**src/rtl/core/lfu_pkg.sv**
```systemverilog
// lfu_pkg: shared widths, codes and types for the LFU cache table.
// Used by lfu_scan_unit and lfu_cache_table; depends on nothing else.

package lfu_pkg;

   localparam int DEF_ENTRIES = 16;
   localparam int CAP_W       = 5;
   localparam int SLOT_W      = 5;
   localparam int MAX_SLOTS   = (1 << CAP_W) - 1;
   localparam int KEY_W       = 32;
   localparam int DATA_W      = 32;
   localparam int COUNT_W     = 32;
   localparam int STAMP_W     = 64;

   localparam logic [CAP_W-1:0]   CAP_RESET  = CAP_W'(16);
   localparam logic [COUNT_W-1:0] COUNT_MAX  = '1;
   localparam logic [COUNT_W-1:0] COUNT_ONE  = COUNT_W'(1);
   localparam logic [DATA_W-1:0]  MISS_VALUE = '1;
   localparam logic [DATA_W-1:0]  PUT_VALUE  = '0;

   typedef enum logic {
      OP_GET = 1'b0,
      OP_PUT = 1'b1
   } op_type;

   typedef enum logic [2:0] {
      ST_IDLE,
      ST_SCAN,
      ST_DRAIN,
      ST_UPDATE,
      ST_RESP
   } state_type;

   typedef struct packed {
      logic [KEY_W-1:0]   key;
      logic [DATA_W-1:0]  value;
      logic [COUNT_W-1:0] count;
      logic [STAMP_W-1:0] stamp;
   } entry_type;

   typedef struct packed {
      logic                found;
      logic [SLOT_W-1:0]   found_idx;
      logic [DATA_W-1:0]   found_value;
      logic [COUNT_W-1:0]  found_count;
      logic                free_found;
      logic [SLOT_W-1:0]   free_idx;
      logic                best_found;
      logic [SLOT_W-1:0]   best_idx;
   } scan_result_type;

endpackage

```
**src/rtl/core/lfu_scan_unit.sv**
```systemverilog
// lfu_scan_unit: shared compare unit, one table entry per cycle while check_en is high.
// Tracks key match, first free slot and eviction victim; uses lfu_pkg.

module lfu_scan_unit (
   input  logic                          clock,
   input  logic                          reset,
   input  logic                          clear,
   input  logic                          check_en,
   input  logic [lfu_pkg::SLOT_W-1:0]    check_idx,
   input  logic                          check_valid,
   input  lfu_pkg::entry_type            check_entry,
   input  logic [lfu_pkg::KEY_W-1:0]     lookup_key,
   output lfu_pkg::scan_result_type      result
);

   logic                           found_ff, found_in;
   logic [lfu_pkg::SLOT_W-1:0]     found_idx_ff, found_idx_in;
   logic [lfu_pkg::DATA_W-1:0]     found_value_ff, found_value_in;
   logic [lfu_pkg::COUNT_W-1:0]    found_count_ff, found_count_in;
   logic                           free_found_ff, free_found_in;
   logic [lfu_pkg::SLOT_W-1:0]     free_idx_ff, free_idx_in;
   logic                           best_found_ff, best_found_in;
   logic [lfu_pkg::SLOT_W-1:0]     best_idx_ff, best_idx_in;
   logic [lfu_pkg::COUNT_W-1:0]    best_count_ff, best_count_in;
   logic [lfu_pkg::STAMP_W-1:0]    best_stamp_ff, best_stamp_in;
   logic                           better;

   // lowest count, then oldest stamp; strict so the lowest slot wins ties
   assign better = !best_found_ff
                   || (check_entry.count < best_count_ff)
                   || ((check_entry.count == best_count_ff)
                       && (check_entry.stamp < best_stamp_ff));

   always_comb begin
      found_in       = found_ff;
      found_idx_in   = found_idx_ff;
      found_value_in = found_value_ff;
      found_count_in = found_count_ff;
      free_found_in  = free_found_ff;
      free_idx_in    = free_idx_ff;
      best_found_in  = best_found_ff;
      best_idx_in    = best_idx_ff;
      best_count_in  = best_count_ff;
      best_stamp_in  = best_stamp_ff;
      if (clear) begin
         found_in      = 1'b0;
         free_found_in = 1'b0;
         best_found_in = 1'b0;
      end else if (check_en) begin
         if (check_valid) begin
            if (!found_ff && (check_entry.key == lookup_key)) begin
               found_in       = 1'b1;
               found_idx_in   = check_idx;
               found_value_in = check_entry.value;
               found_count_in = check_entry.count;
            end
            if (better) begin
               best_found_in = 1'b1;
               best_idx_in   = check_idx;
               best_count_in = check_entry.count;
               best_stamp_in = check_entry.stamp;
            end
         end else if (!free_found_ff) begin
            free_found_in = 1'b1;
            free_idx_in   = check_idx;
         end
      end
   end

   always_ff @(posedge clock) begin
      if (reset) begin
         found_ff      <= 1'b0;
         free_found_ff <= 1'b0;
         best_found_ff <= 1'b0;
      end else begin
         found_ff      <= found_in;
         free_found_ff <= free_found_in;
         best_found_ff <= best_found_in;
      end
      found_idx_ff   <= found_idx_in;
      found_value_ff <= found_value_in;
      found_count_ff <= found_count_in;
      free_idx_ff    <= free_idx_in;
      best_idx_ff    <= best_idx_in;
      best_count_ff  <= best_count_in;
      best_stamp_ff  <= best_stamp_in;
   end

   always_comb begin
      result.found       = found_ff;
      result.found_idx   = found_idx_ff;
      result.found_value = found_value_ff;
      result.found_count = found_count_ff;
      result.free_found  = free_found_ff;
      result.free_idx    = free_idx_ff;
      result.best_found  = best_found_ff;
      result.best_idx    = best_idx_ff;
   end

endmodule

```
**src/rtl/core/lfu_cache_table.sv**
```systemverilog
// lfu_cache_table: top level of the LFU cache with least-recently-counted
// tie-break. Uses lfu_pkg and lfu_scan_unit.
//
// Request channel (req_*): opcode get or put, key and write value. A transfer
// happens when req_valid is high and req_stall low. req_stall is high from the
// transfer until the result has been placed in the output register.
// Response channel (rsp_*): hit flag and read value, one per request, held in
// an output register until the receiver takes it (rsp_valid high, rsp_stall
// low). A new request is taken while that result still waits.
// Each request reads all SLOTS entries in order, where SLOTS is min(ENTRIES,
// 31), from the entry memory into the shared scan unit, then passes the drain,
// update and response load states. The next request is taken in the cycle
// after the response load, so a new request is not taken until the previous
// one has loaded its response.
// If the receiver stalls with a result pending, the following request finishes
// its scan and waits before its own response load.
// csr_wr_en writes the capacity register (reset 16); write only while idle.
// Reset (synchronous) clears all valid bits, the fill count, the request clock
// and the output valid flag; no clearing pass is needed.

module lfu_cache_table #(
   parameter int ENTRIES = lfu_pkg::DEF_ENTRIES
) (
   input  logic                             clock,
   input  logic                             reset,
   input  logic                             req_valid,
   output logic                             req_stall,
   input  logic                             req_opcode,
   input  logic signed [lfu_pkg::KEY_W-1:0]  req_lookup_key,
   input  logic signed [lfu_pkg::DATA_W-1:0] req_write_value,
   output logic                             rsp_valid,
   input  logic                             rsp_stall,
   output logic                             rsp_hit,
   output logic signed [lfu_pkg::DATA_W-1:0] rsp_read_value,
   input  logic                             csr_wr_en,
   input  logic [lfu_pkg::CAP_W-1:0]        csr_wr_data
);

   localparam int SLOTS = (ENTRIES < lfu_pkg::MAX_SLOTS) ? ENTRIES : lfu_pkg::MAX_SLOTS;
   localparam int IW    = (SLOTS > 1) ? $clog2(SLOTS) : 1;
   localparam logic [IW-1:0]            LAST_IDX = IW'(SLOTS - 1);
   localparam logic [lfu_pkg::CAP_W-1:0] CAP_TOP = lfu_pkg::CAP_W'(SLOTS);

   lfu_pkg::state_type            state_ff, state_in;
   logic [IW-1:0]                 issue_idx_ff, issue_idx_in;
   logic                          chk_vld_ff, chk_vld_in;
   logic [lfu_pkg::SLOT_W-1:0]    chk_idx_ff, chk_idx_in;
   lfu_pkg::op_type               op_ff, op_in;
   logic [lfu_pkg::KEY_W-1:0]     key_ff, key_in;
   logic [lfu_pkg::DATA_W-1:0]    val_ff, val_in;
   logic [lfu_pkg::STAMP_W-1:0]   clock_ff, clock_in;
   logic [lfu_pkg::CAP_W-1:0]     fill_ff, fill_in;
   logic [lfu_pkg::CAP_W-1:0]     capacity_ff, capacity_in;
   logic [SLOTS-1:0]              valid_ff, valid_in;
   logic                          hit_ff, hit_in;
   logic [lfu_pkg::DATA_W-1:0]    rd_ff, rd_in;
   logic                          rsp_valid_ff, rsp_valid_in;
   logic                          rsp_hit_ff, rsp_hit_in;
   logic [lfu_pkg::DATA_W-1:0]    rsp_value_ff, rsp_value_in;

   lfu_pkg::entry_type            mem [SLOTS];
   lfu_pkg::entry_type            rd_data_ff;
   logic [IW-1:0]                 rd_addr;
   logic                          wr_en;
   logic [IW-1:0]                 wr_addr;
   lfu_pkg::entry_type            wr_data;

   logic                          scan_clear;
   lfu_pkg::scan_result_type      scan;
   logic [lfu_pkg::CAP_W-1:0]     cap_eff;
   logic [lfu_pkg::COUNT_W-1:0]   count_bump;

   assign cap_eff    = (capacity_ff > CAP_TOP) ? CAP_TOP : capacity_ff;
   assign count_bump = (scan.found_count == lfu_pkg::COUNT_MAX) ? scan.found_count
                       : scan.found_count + lfu_pkg::COUNT_ONE;

   lfu_scan_unit u_scan (
      .clock       (clock),
      .reset       (reset),
      .clear       (scan_clear),
      .check_en    (chk_vld_ff),
      .check_idx   (chk_idx_ff),
      .check_valid (valid_ff[chk_idx_ff[IW-1:0]]),
      .check_entry (rd_data_ff),
      .lookup_key  (key_ff),
      .result      (scan)
   );

   always_ff @(posedge clock) begin
      if (wr_en) begin
         mem[wr_addr] <= wr_data;
      end
      rd_data_ff <= mem[rd_addr];
   end

   always_comb begin
      state_in     = state_ff;
      issue_idx_in = issue_idx_ff;
      chk_vld_in   = 1'b0;
      chk_idx_in   = chk_idx_ff;
      op_in        = op_ff;
      key_in       = key_ff;
      val_in       = val_ff;
      clock_in     = clock_ff;
      fill_in      = fill_ff;
      capacity_in  = csr_wr_en ? csr_wr_data : capacity_ff;
      valid_in     = valid_ff;
      hit_in       = hit_ff;
      rd_in        = rd_ff;
      rsp_valid_in = rsp_valid_ff & rsp_stall;
      rsp_hit_in   = rsp_hit_ff;
      rsp_value_in = rsp_value_ff;
      rd_addr      = issue_idx_ff;
      wr_en        = 1'b0;
      wr_addr      = scan.found_idx[IW-1:0];
      wr_data      = '{key: key_ff, value: val_ff, count: count_bump, stamp: clock_ff};
      scan_clear   = 1'b0;
      req_stall    = 1'b1;

      unique case (state_ff)
         lfu_pkg::ST_IDLE: begin
            req_stall = 1'b0;
            if (req_valid) begin
               op_in        = lfu_pkg::op_type'(req_opcode);
               key_in       = req_lookup_key;
               val_in       = req_write_value;
               clock_in     = clock_ff + lfu_pkg::STAMP_W'(1);
               issue_idx_in = '0;
               scan_clear   = 1'b1;
               state_in     = lfu_pkg::ST_SCAN;
            end
         end
         lfu_pkg::ST_SCAN: begin
            chk_vld_in = 1'b1;
            chk_idx_in = lfu_pkg::SLOT_W'(issue_idx_ff);
            if (issue_idx_ff == LAST_IDX) begin
               state_in = lfu_pkg::ST_DRAIN;
            end else begin
               issue_idx_in = issue_idx_ff + IW'(1);
            end
         end
         lfu_pkg::ST_DRAIN: begin
            state_in = lfu_pkg::ST_UPDATE;
         end
         lfu_pkg::ST_UPDATE: begin
            hit_in   = scan.found;
            state_in = lfu_pkg::ST_RESP;
            if (op_ff == lfu_pkg::OP_GET) begin
               rd_in = scan.found ? scan.found_value : lfu_pkg::MISS_VALUE;
               if (scan.found) begin
                  wr_en         = 1'b1;
                  wr_data.value = scan.found_value;
               end
            end else begin
               rd_in = lfu_pkg::PUT_VALUE;
               if (cap_eff != '0 || capacity_ff != '0) begin
                  if (scan.found) begin
                     wr_en = 1'b1;
                  end else begin
                     wr_data.count = lfu_pkg::COUNT_ONE;
                     if ((fill_ff < cap_eff) && scan.free_found) begin
                        wr_en   = 1'b1;
                        wr_addr = scan.free_idx[IW-1:0];
                        fill_in = fill_ff + lfu_pkg::CAP_W'(1);
                        valid_in[scan.free_idx[IW-1:0]] = 1'b1;
                     end else if (scan.best_found) begin
                        // evicted slot is reused at once, so the fill is unchanged unless it was zero
                        wr_en   = 1'b1;
                        wr_addr = scan.best_idx[IW-1:0];
                        fill_in = (fill_ff == '0) ? lfu_pkg::CAP_W'(1) : fill_ff;
                     end
                  end
               end
            end
         end
         lfu_pkg::ST_RESP: begin
            if (!rsp_valid_ff || !rsp_stall) begin
               rsp_valid_in = 1'b1;
               rsp_hit_in   = hit_ff;
               rsp_value_in = rd_ff;
               state_in     = lfu_pkg::ST_IDLE;
            end
         end
         default: begin
            state_in = lfu_pkg::ST_IDLE;
         end
      endcase
   end

   always_ff @(posedge clock) begin
      if (reset) begin
         state_ff     <= lfu_pkg::ST_IDLE;
         chk_vld_ff   <= 1'b0;
         clock_ff     <= '0;
         fill_ff      <= '0;
         capacity_ff  <= lfu_pkg::CAP_RESET;
         valid_ff     <= '0;
         rsp_valid_ff <= 1'b0;
      end else begin
         state_ff     <= state_in;
         chk_vld_ff   <= chk_vld_in;
         clock_ff     <= clock_in;
         fill_ff      <= fill_in;
         capacity_ff  <= capacity_in;
         valid_ff     <= valid_in;
         rsp_valid_ff <= rsp_valid_in;
      end
      issue_idx_ff <= issue_idx_in;
      chk_idx_ff   <= chk_idx_in;
      op_ff        <= op_in;
      key_ff       <= key_in;
      val_ff       <= val_in;
      hit_ff       <= hit_in;
      rd_ff        <= rd_in;
      rsp_hit_ff   <= rsp_hit_in;
      rsp_value_ff <= rsp_value_in;
   end

   assign rsp_valid      = rsp_valid_ff;
   assign rsp_hit        = rsp_hit_ff;
   assign rsp_read_value = rsp_value_ff;

endmodule

```
**config.mk**
```make
export PLATFORM = sky130hd
export DESIGN_NAME = lfu_cache_table
export DESIGN_NICKNAME = d
export VERILOG_FILES = /design/src/rtl/core/lfu_pkg.sv /design/src/rtl/core/lfu_scan_unit.sv /design/src/rtl/core/lfu_cache_table.sv
export SDC_FILE = /design/constraint.sdc
export NUM_CORES = 2
export LEC_CHECK = 0
export BUFFER_PORTS_ARGS = -buffer_cell sky130_fd_sc_hd__buf_2
export CAP_MARGIN = 20
export CORE_MARGIN = 3
export CORE_UTILIZATION = 35
export CTS_CLUSTER_SIZE = 24
export DETAILED_ROUTE_END_ITERATION = 8
export SYNTH_ARGS = -nofsm -noshare
export SYNTH_HDL_FRONTEND = slang
export SYNTH_SLANG_ARGS = --single-unit
```
**constraint.sdc**
```tcl
create_clock -name clock -period 15.3 [get_ports clock]
set_input_delay 1.53 -clock clock [delete_from_list [all_inputs] [get_ports clock]]
set_output_delay 1.53 -clock clock [all_outputs]
set_load 0.01 [all_outputs]
```
==> out/results.tsv <==
stage	metric	value	unit
outcome	status	complete, no violations	
floorplan	die area	342000	um2
global_routing	gr busiest metal	met2	
route	residual DRC count	0	
logic_synthesis	Synth area leaders	edfxtp_1 73%, mux4_2 15%, dfxtp_1 4.4%, ha_1 1.1%, xnor2_1 0.62%	
worst_hold_path	beginning of the worst hold path	rd_data_ff[126]$_DFF_P_	
placed_design	Detail Placement HPWL	137000	um
timing	Worst-Margin Slew	1190	ps
timing	fmax	140	MHz
cts	root buffer cell	clkbuf_16	
cts	Post-CTS Resized	0	
logic_synthesis	Synth Warn #	0	
global_routing	initial antenna violation count	14	
logic_synthesis	syn_area_per_cell	22.4	um2
cts	worst skew pair latency	890	ps
timing	Final Hold Viols	0	
global_routing	met2 GRT Util	24.9	%
cts	# Post-CTS Setup Buffers	0	
cells_and_area	Area Overhead vs Synth	14.2	%
critical_path	R2R Setup Slk	8140	ps
cells_and_area	fin nets	5752	
critical_path	CP top delay family	buffers and inverters	
global_routing	met3 usage	2.00	%
pwr	PD cells	135	nW/um2
critical_path	Setup CP Type	flip-flop to flip-flop	
logic_synthesis	Post-synth ARST share	0	%
global_routing	GRT met1 Usage	21.3	%
logic_synthesis	number of enable flip-flop cells after synthesis	2871	
floorplan	# IOs	110	
timing	Final Setup Violations	0	
cts	CTS tree	yes	
logic_synthesis	sequential area share after synthesis	77.8	%
route	Starting DRT DRC Count	5283	
pwr	Pint	14.3	mW
critical_path	slowest cell delay on critical path	1010	ps
cts	clk slew on worst S/H paths	60	ps
critical_path	Worst Path Required	15760	ps
cts	total number of H-tree levels	5	
logic_synthesis	synth unique cells	71	
route	drt via density	5.24	
pwr	Net Sw Frac	21.0	%
pwr	Leak Pwr	39.1	nW
route	WL final	261000	um
pwr	Max VDD drop	0.0974	mV
worst_hold_path	Hold WC Path Type	flip-flop to flip-flop	
route	Final ANT Viol Nets	0	
floorplan	Core ar.	334000	um2
timing	max_slew headroom	20.5	%
cts	CTS Hold Bufs	0	
pwr	Combinational Power Share	5.7	%
logic_synthesis	synthesized instance count	5241	
floorplan	DIE HEIGHT	585	um
placed_design	GP Congestion	0.783	
logic_synthesis	post-synthesis cell area	117000	um2
cts	Bufs on Longest Clock Path	4	
critical_path	Critical Path End Type	flip-flop	
pwr	Clk pwr share	42.0	%
critical_path	crit path launch	state_ff[2]$_SDFFE_PP0P_	
timing	unrepaired setup endpoints after global routing	no	
cts	# clock sinks	3129	
timing	Fin Setup TNS	0	ps
timing	Max Slew Vio Count	0	
placed_design	Placed Area	124000	um2
critical_path	WP buf/inv	5	
route	drt pass-1 iters	5	
cts	TritonCTS Buffers	313	
logic_synthesis	syn_nets	5420	
global_routing	Overall Global Routing Usage	15.2	%
route	routed via count	53553	
pwr	sequential power share	52.3	%
critical_path	Critical Path AT	7620	ps
global_routing	vias in the first global route	55634	
placed_design	I/O Buffers	109	
critical_path	RR Startpoint	state_ff[2]$_SDFFE_PP0P_	
cells_and_area	final design utilization	40.2	%
global_routing	global route overflow	0	
critical_path	most common cell type on the critical path	buf_4	
logic_synthesis	Synth top area share	73.4	%
critical_path	Reg2Reg Depth	11	
logic_synthesis	Primary FF master, synth	edfxtp_1	
floorplan	Initial Util	35.2	%
critical_path	Cell Chain, Critical Path	nand3b_1 > inv_2 > o2111a_1 > buf_4 > nand2b_1 > o221ai_2 > nand4_1 > nor2_4 > buf_4 > buf_4 > buf_4	
floorplan	standard-cell rows	212	
timing	Tmin final	7160	ps
critical_path	Critical-path top delay cell	nor2_4	
critical_path	startpoint class of the critical path	flip-flop	
job	MaxCap Viol Count	0	
placed_design	post-place setup slack	8180	ps
timing	final worst slack	8140	ps
worst_hold_path	Hold Crit Depth	0	
pwr	Power Total	18.1	mW
timing	final clock skew	72.1	ps
route	WL per Instance	25.6	um
global_routing	largest net degree at the start of global routing	148	
timing	Final Cycle Share	46.8	%
floorplan	Die Wd	585	um
cells_and_area	post-route design area	134000	um2
logic_synthesis	synth cell count leaders	2871 x edfxtp_1, 804 x mux4_2, 258 x dfxtp_1	
logic_synthesis	FF+latch count, synth	3129	
logic_synthesis	area leader, netlist	edfxtp_1	
cells_and_area	layout cells sized above 1	27.0	%
worst_hold_path	Hold Crit Endpoint	u_scan.found_value_ff[30]$_DFFE_PP_	
pwr	NetSw	3.79	mW
critical_path	Max Fanout on Critical Path	37	
logic_synthesis	most frequent cell after synthesis	edfxtp_1	
global_routing	global-route wire length before repair	386000	um
critical_path	RR Endpoint	mem[6][158]$_DFFE_PP_	
-- logic make-up (layout without fill, tap and decap cells) --
group,count (synthesis),after routing,share of synthesized area (%)
AOI/OAI and AO/OA,209,209,1.08
xor gates and xnor gates,111,111,0.828
adders and majority gates,104,104,1.11
buffers and inverters,371,957,1.22
DFF,3129,3129,77.8
muxes,844,844,15.8
other,0,6,0
and+or+nand+nor,473,473,2.12
-- worst reg2reg max path: stages (launching register included) --
cell,delay (ps)
dfxtp_1,370
nand3b_1,460
inv_2,930
o2111a_1,320
buf_4,360
nand2b_1,150
o221ai_2,420
nand4_1,500
nor2_4,1010
buf_4,660
buf_4,760
buf_4,760
-- placed cells by master, fill, tap and decap left out, drive strengths merged, types with 61 or more instances in the layout --
| cell | Yosys | final |
|---|---|---|
| xnor2 | 83 | 83 |
| nor2 | 137 | 137 |
| a21oi | 105 | 105 |
| nand4 | 61 | 61 |
| nand2 | 66 | 66 |
| mux4 | 804 | 804 |
| ha | 104 | 104 |
| clkinv | 1 | 103 |
| edfxtp | 2871 | 2871 |
| dfxtp | 258 | 258 |
| clkbuf | 168 | 433 |
| buf | 50 | 229 |
| inv | 152 | 160 |
-- cell type report --
| class | instances | area, um2 |
|---|---|---|
| Fill cell | 29027 | 200000 |
| Multi-Input combinational cell | 1741 | 24700 |
| Inverter | 153 | 587 |
| Clock inverter | 142 | 1540 |
| Sequential cell | 3129 | 91400 |
| Antenna cell | 6 | 15.0 |
| Clock buffer | 427 | 8660 |
| Tap cell | 4387 | 5490 |
| Timing Repair Buffer | 235 | 1680 |
-- power by group through the flow --
stage	clock network [mW]	registers, mW	logic (mW)
3_5_place_dp	0	9.64	1.05
6_report	7.58	9.46	1.03
2_1_floorplan	0	9.60	0.778
3_3_place_gp	0	9.64	1.05
5_1_grt	8.09	9.46	1.11
4_1_cts	7.76	9.46	1.06
-- how the worst max path moves through the flow --
stage	end	slack, ps	depth (start not counted)
2_1_floorplan	mem[13][0]$_DFFE_PP_	920	7
3_3_place_gp	mem[6][144]$_DFFE_PP_	8240	11
3_5_place_dp	mem[6][144]$_DFFE_PP_	8180	11
4_1_cts	mem[6][158]$_DFFE_PP_	8120	11
5_1_grt	mem[6][145]$_DFFE_PP_	7830	11
6_report	mem[6][158]$_DFFE_PP_	8140	11
-- flip-flops by register name, summed over array words and instances, names as in the netlist, 3 cells and up --
signal,flops
capacity_ff,5
chk_idx_ff,4
clock_ff,64
fill_ff,5
issue_idx_ff,4
key_ff,32
mem,2560
rd_data_ff,160
rd_ff,32
rsp_read_value,32
state_ff,3
u_scan.best_count_ff,32
u_scan.best_idx_ff,4
u_scan.best_stamp_ff,64
u_scan.found_count_ff,32
u_scan.found_idx_ff,4
u_scan.found_value_ff,32
u_scan.free_idx_ff,4
val_ff,32
valid_ff,16
-- through the flow --
| step | cells | hold slack [ps] |
|---|---|---|
| 2_1_floorplan | 5241 | 386 |
| 3_3_place_gp | 9627 | 389 |
| 3_5_place_dp | 9629 | 389 |
| 4_1_cts | 10198 | 388 |
| 5_1_grt | 10218 | 406 |
| 6_report | 10220 | 400 |
-- layer usage --
metal / part of all wire (%) / vias up
met2: 49 / 1576
met3: 5.5 / 392
met5: 0 / -
li1: - / 22512
met1: 43 / 29073
met4: 2.5 / 0
No activity file was read; power rests on OpenSTA's default activity.
